[config.mk]
export PLATFORM = sky130hd
export DESIGN_NAME = wfmc_ctrl
export DESIGN_NICKNAME = d
export VERILOG_FILES = /design/src/rtl/waypoint_follower_mode_controller_top_defines.svh /design/src/rtl/wfmc_pkg.sv /design/src/rtl/wfmc_ctrl.sv
export SDC_FILE = /design/constraint.sdc
export NUM_CORES = 1
export LEC_CHECK = 0
export BUFFER_PORTS_ARGS = -buffer_cell sky130_fd_sc_hd__buf_2
export CORE_MARGIN = 2
export CORE_UTILIZATION = 40
export DETAILED_ROUTE_END_ITERATION = 6
export GPL_TIMING_DRIVEN = 0
export PLACE_DENSITY = 0.74
export SETUP_SLACK_MARGIN = 0.5
export SYNTH_ARGS = -nofsm -noshare
export SYNTH_HDL_FRONTEND = slang
export SYNTH_SLANG_ARGS = --single-unit
[constraint.sdc]
create_clock -name clock -period 1.85 [get_ports clock]
set_clock_uncertainty 0.2 [all_clocks]
set_input_delay 0.37 -clock clock [delete_from_list [all_inputs] [get_ports clock]]
set_output_delay 0.37 -clock clock [all_outputs]
set_load 0.02 [all_outputs]
[src/rtl/waypoint_follower_mode_controller_top_defines.svh]
// ----------------------------------------------------------------------------
// Waypoint follower mode controller assertion macros
// Concurrent assertion wrappers; define NO_ASSERTIONS to compile them out.
// ----------------------------------------------------------------------------
`ifndef WAYPOINT_FOLLOWER_MODE_CONTROLLER_TOP_DEFINES_SVH
`define WAYPOINT_FOLLOWER_MODE_CONTROLLER_TOP_DEFINES_SVH

`ifndef NO_ASSERTIONS
// property must hold at every clock edge outside reset
`define WFMC_ASSERT(lbl, clk, rst, prop, msg) \
   lbl: assert property (@(posedge clk) disable iff (rst) prop) else $error(msg);
// condition must never be seen outside reset
`define WFMC_NEVER(lbl, clk, rst, expr, msg) \
   lbl: assert property (@(posedge clk) disable iff (rst) !(expr)) else $error(msg);
`else
`define WFMC_ASSERT(lbl, clk, rst, prop, msg)
`define WFMC_NEVER(lbl, clk, rst, expr, msg)
`endif

`endif

[src/rtl/wfmc_pkg.sv]
// ----------------------------------------------------------------------------
// Waypoint follower mode controller package
// Shared constants, codes, state encoding, command/status bundles and the
// CORDIC arctangent table.
// ----------------------------------------------------------------------------
`default_nettype none

package wfmc_pkg;

   localparam int GOAL_DEPTH = 16;
   localparam int ATAN_ITER  = 16;
   localparam int HEAD_W     = $clog2(GOAL_DEPTH);
   localparam int CNT_W      = $clog2(GOAL_DEPTH + 1);
   localparam int SUM_W      = HEAD_W + 1;
   localparam int GOALS_W    = 5;
   localparam int GOAL_W     = 64;
   localparam int CW         = 40;
   localparam int ITER_W     = $clog2(ATAN_ITER);

   typedef enum logic [1:0] {
      OP_TICK = 2'd0,
      OP_CMD  = 2'd1,
      OP_GOAL = 2'd2,
      OP_POSE = 2'd3
   } op_type;

   typedef enum logic [2:0] {
      CMD_GO    = 3'd0,
      CMD_STOP  = 3'd1,
      CMD_DRIVE = 3'd2,
      CMD_RESET = 3'd3,
      CMD_CLEAR = 3'd4
   } cmd_type;

   typedef enum logic [1:0] {
      MODE_IDLE  = 2'd0,
      MODE_GO    = 2'd1,
      MODE_DRIVE = 2'd2
   } mode_type;

   typedef enum logic [1:0] {
      CSR_CRUISE = 2'd0,
      CSR_LIMIT  = 2'd1,
      CSR_RADIUS = 2'd2,
      CSR_GAIN   = 2'd3
   } csr_type;

   typedef enum logic [3:0] {
      S_IDLE,
      S_DECODE,
      S_TICK_SEL,
      S_RD_WAIT,
      S_MUL_X,
      S_MUL_Y,
      S_MUL_R,
      S_CMP,
      S_BR_INIT,
      S_NORM,
      S_ITER,
      S_ERR_MUL,
      S_CLAMP,
      S_DONE
   } state_type;

   typedef struct packed {
      logic load_item;
      logic store_cmd;
      logic push_goal;
      logic load_pose;
      logic apply_cmd;
      logic set_cruise;
      logic rd_goal;
      logic load_diff;
      logic mul_x;
      logic mul_y;
      logic mul_r;
      logic pop_goal;
      logic br_init;
      logic norm_step;
      logic iter_step;
      logic err_mul;
      logic clamp_out;
      logic write_rsp;
   } dp_cmd_type;

   typedef struct packed {
      op_type op;
      logic   mode_go;
      logic   drive_ready;
      logic   close;
      logic   br_zero;
      logic   norm_done;
      logic   iter_last;
      logic   rsp_free;
   } dp_stat_type;

   // atan(2^-i), 2^32 units per full turn
   function automatic logic [31:0] atan_tab(input logic [4:0] idx);
      logic [31:0] v;
      case (idx)
         5'd0:  v = 32'd536870912;
         5'd1:  v = 32'd316933406;
         5'd2:  v = 32'd167458908;
         5'd3:  v = 32'd85004757;
         5'd4:  v = 32'd42667331;
         5'd5:  v = 32'd21354465;
         5'd6:  v = 32'd10679838;
         5'd7:  v = 32'd5340245;
         5'd8:  v = 32'd2670163;
         5'd9:  v = 32'd1335087;
         5'd10: v = 32'd667544;
         5'd11: v = 32'd333772;
         5'd12: v = 32'd166886;
         5'd13: v = 32'd83443;
         5'd14: v = 32'd41722;
         5'd15: v = 32'd20861;
         5'd16: v = 32'd10430;
         5'd17: v = 32'd5215;
         5'd18: v = 32'd2608;
         5'd19: v = 32'd1304;
         5'd20: v = 32'd652;
         5'd21: v = 32'd326;
         5'd22: v = 32'd163;
         5'd23: v = 32'd81;
         default: v = 32'd0;
      endcase
      return v;
   endfunction

endpackage

`default_nettype wire

[src/rtl/wfmc_ctrl.sv]
// ----------------------------------------------------------------------------
// Waypoint follower controller
// Sequences item handling, the arrival test and the iterative bearing unit.
// ----------------------------------------------------------------------------
`default_nettype none

module wfmc_ctrl (
   input  wire logic                 clock,
   input  wire logic                 reset,
   input  wire logic                 req_valid,
   output logic                      req_ready,
   input  wire wfmc_pkg::dp_stat_type stat,
   output wfmc_pkg::dp_cmd_type      cmd
);

   import wfmc_pkg::*;

   state_type state_ff, state_in;

   always_ff @(posedge clock) begin
      if (reset) begin
         state_ff <= S_IDLE;
      end else begin
         state_ff <= state_in;
      end
   end

   always_comb begin
      state_in = state_ff;
      case (state_ff)
         S_IDLE:     if (req_valid) state_in = S_DECODE;
         S_DECODE:   state_in = (stat.op == OP_TICK) ? S_TICK_SEL : S_DONE;
         S_TICK_SEL: state_in = (!stat.mode_go && stat.drive_ready) ? S_RD_WAIT : S_DONE;
         S_RD_WAIT:  state_in = S_MUL_X;
         S_MUL_X:    state_in = S_MUL_Y;
         S_MUL_Y:    state_in = S_MUL_R;
         S_MUL_R:    state_in = S_CMP;
         S_CMP:      state_in = stat.close ? S_DONE : S_BR_INIT;
         S_BR_INIT:  state_in = stat.br_zero ? S_ERR_MUL : S_NORM;
         S_NORM:     if (stat.norm_done) state_in = S_ITER;
         S_ITER:     if (stat.iter_last) state_in = S_ERR_MUL;
         S_ERR_MUL:  state_in = S_CLAMP;
         S_CLAMP:    state_in = S_DONE;
         S_DONE:     if (stat.rsp_free) state_in = S_IDLE;
         default:    state_in = S_IDLE;
      endcase
   end

   always_comb begin
      cmd       = '0;
      req_ready = 1'b0;
      case (state_ff)
         S_IDLE: begin
            req_ready     = 1'b1;
            cmd.load_item = req_valid;
         end
         S_DECODE: begin
            case (stat.op)
               OP_CMD:  cmd.store_cmd = 1'b1;
               OP_GOAL: cmd.push_goal = 1'b1;
               OP_POSE: cmd.load_pose = 1'b1;
               default: cmd.apply_cmd = 1'b1;
            endcase
         end
         S_TICK_SEL: begin
            cmd.set_cruise = stat.mode_go;
            cmd.rd_goal    = !stat.mode_go && stat.drive_ready;
         end
         S_RD_WAIT:  cmd.load_diff = 1'b1;
         S_MUL_X:    cmd.mul_x = 1'b1;
         S_MUL_Y:    cmd.mul_y = 1'b1;
         S_MUL_R:    cmd.mul_r = 1'b1;
         S_CMP:      cmd.pop_goal = stat.close;
         S_BR_INIT:  cmd.br_init = 1'b1;
         S_NORM:     cmd.norm_step = !stat.norm_done;
         S_ITER:     cmd.iter_step = 1'b1;
         S_ERR_MUL:  cmd.err_mul = 1'b1;
         S_CLAMP:    cmd.clamp_out = 1'b1;
         S_DONE:     cmd.write_rsp = stat.rsp_free;
         default:    cmd = '0;
      endcase
   end

endmodule

`default_nettype wire

==> results of run 1 <==
## through the flow
stage | instance area [um2] | cells | setup WS (ps) | hold WS, ps
after detailed placement | 971 | 125 | -74.6 | 401
after floorplan | 802 | 80 | 33.7 | 232
after global placement | 971 | 125 | -57.0 | 387
## cells by family after synthesis
family / after synthesis
and+or+nand+nor: 46
AOI/OAI and AO/OA: 19
DFF: 4
buffers and inverters: 10
muxes: 1
==> impl_metrics.csv, run 1 <==
group,metric,value,unit
outcome,tool.error,"[ERROR DPL-0038] Utilization greater than 100%, impossible to legalize",
synth,synth_mux_area_frac,0.0186,
synth,ys_types,35,
synth,synthAdderAreaFrac,0,
placement,io_buffers,30,
placement,post-dp-hpwl,1.35,mm
cts,clock-sinks,4,
synth,synthXorXnorAreaFrac,0,
synth,ys_seq_area_frac,0.149,
synth,synthSimpleGateAreaFrac,0.478,
synth,synth_top_area_cell,"dfxtp_1",
synth,syn_inst,80,
cts,cts_buffers,3,
synth,synthArstFlopShare,0,
cts,cts_max_path_buffers,2,
synth,synth_flop_cell,"dfxtp_1",
outcome,failing_step,"clock tree synthesis (4_1_cts)",
placement,gp_congestion,0.880,
floorplan,rows,13,
cts,hold_buffers,0,
cts,cts_setup_buffers,24,
synth,synth_top_family_by_area,"simple AND/OR/NAND/NOR gates",
synth,yosys.cell_count.top_type,"nor2_1",
synth,synth_top_area_share,0.149,
cts,cts_resized,65,
synth,synth.area.top_cells,"dfxtp_1 (15%), nor2_1 (9.1%), nand2b_1 (5.8%), nor3_1 (5.6%), a21oi_1 (4.7%)",
floorplan,fp.dieH,40.6,um
synth,synth-edff-count,0,
cts,cts_max_level,1,
synth,synthTopCellsByCount,"nor2_1 (13), nand2_1 (6), nor3_1 (6)",
synth,synth_nets,92,
synth,synth_area_per_cell,6.71,um2
cts,cts_root_buffer,"clkbuf_4",
outcome,outcome,"aborted with a tool error",
synth,synth-seq-cells,4,
floorplan,ios,31,
synth,yosysWarnings,0,
floorplan,start_util,0.423,
synth,syn_area,537,um2
synth,synth-compound-area-share,0.249,
floorplan,die_w,40.6,um
==> inputs of run 2 (changes only) <==
- CORE_AREA: default -> 2 2 63 65
- CORE_MARGIN: 2 -> default
- CORE_UTILIZATION: 40 -> default
- DIE_AREA: default -> 0 0 65 67
- PLACE_DENSITY: 0.74 -> default
- PLACE_DENSITY_LB_ADDON: default -> 0.15
- SETUP_SLACK_MARGIN: 0.5 -> default
==> run 2 against run 1 <==
Compared with the run above:
- the flow now finishes, with violations (setup timing)
- area after synthesis did not move
- synthesized cell count is the same
==> impl_metrics.csv, run 2 <==
group,metric,value,unit
worst_setup_path,reg2reg_from,"state_ff[2]",
synth,ys_types,35,
worst_setup_path,cp-end-kind,"output pin",
synth,synth_top_area_share,0.149,
synth,syn_inst,80,
grt,grt_pass1_vias,735,
grt,overflow,0,
pwr,power.density,1500,mW/mm2
outcome,outcome,"finished with violations",
route,wl_per_cell,12.7,um
sta,finalCriticalPeriod,2070,ps
synth,synth-seq-cells,4,
sta,rsz0062_at_grt,"yes",
sta,setup_violations,11,
placement,io_buffers,30,
floorplan,core,0.00361,mm2
cts,hold_buffers,0,
route,avgViaCountPerCell,4.35,
worst_setup_path,path_class,"reg -> out",
worst_setup_path,reg2reg_to,"state_ff[3]",
grt,track_usage,0.106,
route,remaining_drc_errors,0,
worst_setup_path,required,1280,ps
sta,slew_viol_final,0,
floorplan,ios,31,
worst_setup_path,crit_family,"simple AND/OR/NAND/NOR gates",
worst_setup_path,cp_common_cell,"buf_6",
sta,fin_crit_sh,1.12,
layout,syn_to_final_growth,105,%
hold_path,hold_class,"in -> reg",
cts,clock-sinks,4,
route,drtIter0Drc,25,
sta,slew_headroom,0.786,
cts,cts_max_level,1,
layout,layout-drive-gt1-share,0.607,
placement,dpl_cell_area,795,um2
worst_setup_path,crit_path_start_kind,"flip-flop",
worst_setup_path,path_cells,"buf_6 -> or4b_4 -> nor3_4 -> buf_6",
floorplan,fp.dieH,67,um
cts,cts_tree,"done",
worst_setup_path,max_stage_delay,550,ps
worst_setup_path,critPathMaxFanout,7,
layout,largest_reg_flops,4,
synth,synth_flop_cell,"dfxtp_1",
synth,synthTopCellsByCount,"nor2_1 (13), nand2_1 (6), nor3_1 (6)",
synth,synth_nets,92,
worst_setup_path,crit_slowest_cell,"or4b_4",
sta,fin_setup_tns,-764,ps
placement,gp_congestion,0.742,
cts,clkTransAtPathRegs,30,ps
layout,final_nets,136,
layout,final_common_cell,"buf_2",
hold_path,hold_start,"reset",
synth,synthArstFlopShare,0,
pwr,worst_ir_drop_vdd,0.381,mV
synth,synth_area_per_cell,6.71,um2
cts,cts_buffers,3,
route,drt-pass1-iter-count,4,
synth,synth.area.top_cells,"dfxtp_1 (15%), nor2_1 (9.1%), nand2b_1 (5.8%), nor3_1 (5.6%), a21oi_1 (4.7%)",
layout,layout_common_cells,"buf_2 (21), buf_4 (14), nor2_1 (11)",
flow_run,cap_violations,0,
layout,diodes,0,
layout,reg_top3,"state_ff (4)",
worst_setup_path,crit_path_start,"state_ff[2]",
synth,synth_top_area_cell,"dfxtp_1",
cts,clk_latency,210,ps
pwr,p_leak,0.000459,uW
route,vias,740,
synth,syn_area,537,um2
worst_setup_path,rrSetupSlack,-50,ps
cts,cts_root_buffer,"clkbuf_8",
pwr,power.total,1640,uW
route,final_antenna_net_count,0,
layout,largest_register,"state_ff",
sta,holdWs,164,ps
synth,yosys.cell_count.top_type,"nor2_1",
cts,cts_max_path_buffers,2,
sta,hold_viol_final,0,
worst_setup_path,worstRegToRegCells,6,
synth,yosysWarnings,0,
layout,final_area,0.00110,mm2
worst_setup_path,path_buf_inv,2,
synth,synth-edff-count,0,
hold_path,hold_end,"state_ff[0]",
sta,worst_slew_pin_slew,321,ps
placement,post-dp-hpwl,1.56,mm
outcome,violations,"setup timing",
grt,grt_pass1_wl,3.54,mm
route,routed_wl,2.16,mm
sta,setup_ws,-220,ps
floorplan,rows,22,
sta,max_freq,483,MHz
grt,grt_max_degree,11,
hold_path,hold_depth,2,
worst_setup_path,critPathArrivalTime,1500,ps
synth,ys_seq_area_frac,0.149,
floorplan,die-area,0.00436,mm2
floorplan,die_w,65,um
floorplan,start_util,0.149,
grt,antenna_found_initial,0,
placement,pre_cts_ws,-261,ps
==> run 2: per-stage QoR <==
stage | std cells | util
after floorplan | 80 | -
after global routing | 170 | 0.305
after detailed placement | 158 | 0.220
after CTS | 168 | 0.276
after global placement | 158 | 0.220
final | 170 | 0.305
==> run 2: kinds of logic after synthesis <==
group / share of synthesized area
buf+inv: 0.105
mux: 0.0186
compound gates: 0.249
flops: 0.149
simple gates: 0.478
==> run 2: what timing repair did <==
action                                  CTS  global route
pin swaps                                 1             7
buffers inserted                          7             3
gates resized for setup                  32            26
endpoints found under the setup margin   20            17
==> run 2: per-layer routing <==
| metal | wire length, um | GRT usage | vias up |
|---|---|---|---|
| met1 | 968 | 0.136 | 340 |
| met3 | 97 | 0.0169 | 0 |
| met2 | 1100 | 0.178 | 15 |
| met5 | 0 | 0 | - |
| li1 | - | - | 385 |
| met4 | 0 | 0.0399 | 0 |
==> run 2: how the worst max path moves through the flow <==
| stage | endpoint | slack (ps) | cells after the start |
|---|---|---|---|
| final | cmd[13] | -220 | 4 |
| after global routing | cmd[13] | -260 | 4 |
| after CTS | cmd[13] | -220 | 4 |
| after detailed placement | cmd[2] | -260 | 5 |
| after global placement | cmd[2] | -260 | 5 |
| after floorplan | cmd[17] | -60 | 4 |
==> run 2: area by class of cell <==
| cell class | count | area (um2) |
|---|---|---|
| multi-input cells | 66 | 543 |
| fillers | 395 | 2510 |
| flip-flops and latches | 4 | 86.3 |
| inverters | 2 | 10.0 |
| clock buffers | 3 | 41.3 |
| repair buffers | 40 | 270 |
| plain buffers | 7 | 87.6 |
| well taps | 48 | 60.1 |
==> run 2: power breakdown <==
part	internal, uW	switching (uW)	total (uW)
clock	138	41.0	179
sequential	132	49.9	182
combinational	615	667	1280
total	886	758	1640
==> run 2: worst reg2reg max path: stages, from the launching register on <==
cell,delay [ps]
dfxtp_2,310
buf_6,120
or4b_4,550
buf_4,180
nor2_4,110
a221oi_1,70
a311oi_1,270
Note: power is estimated with default switching activity, not from simulation.
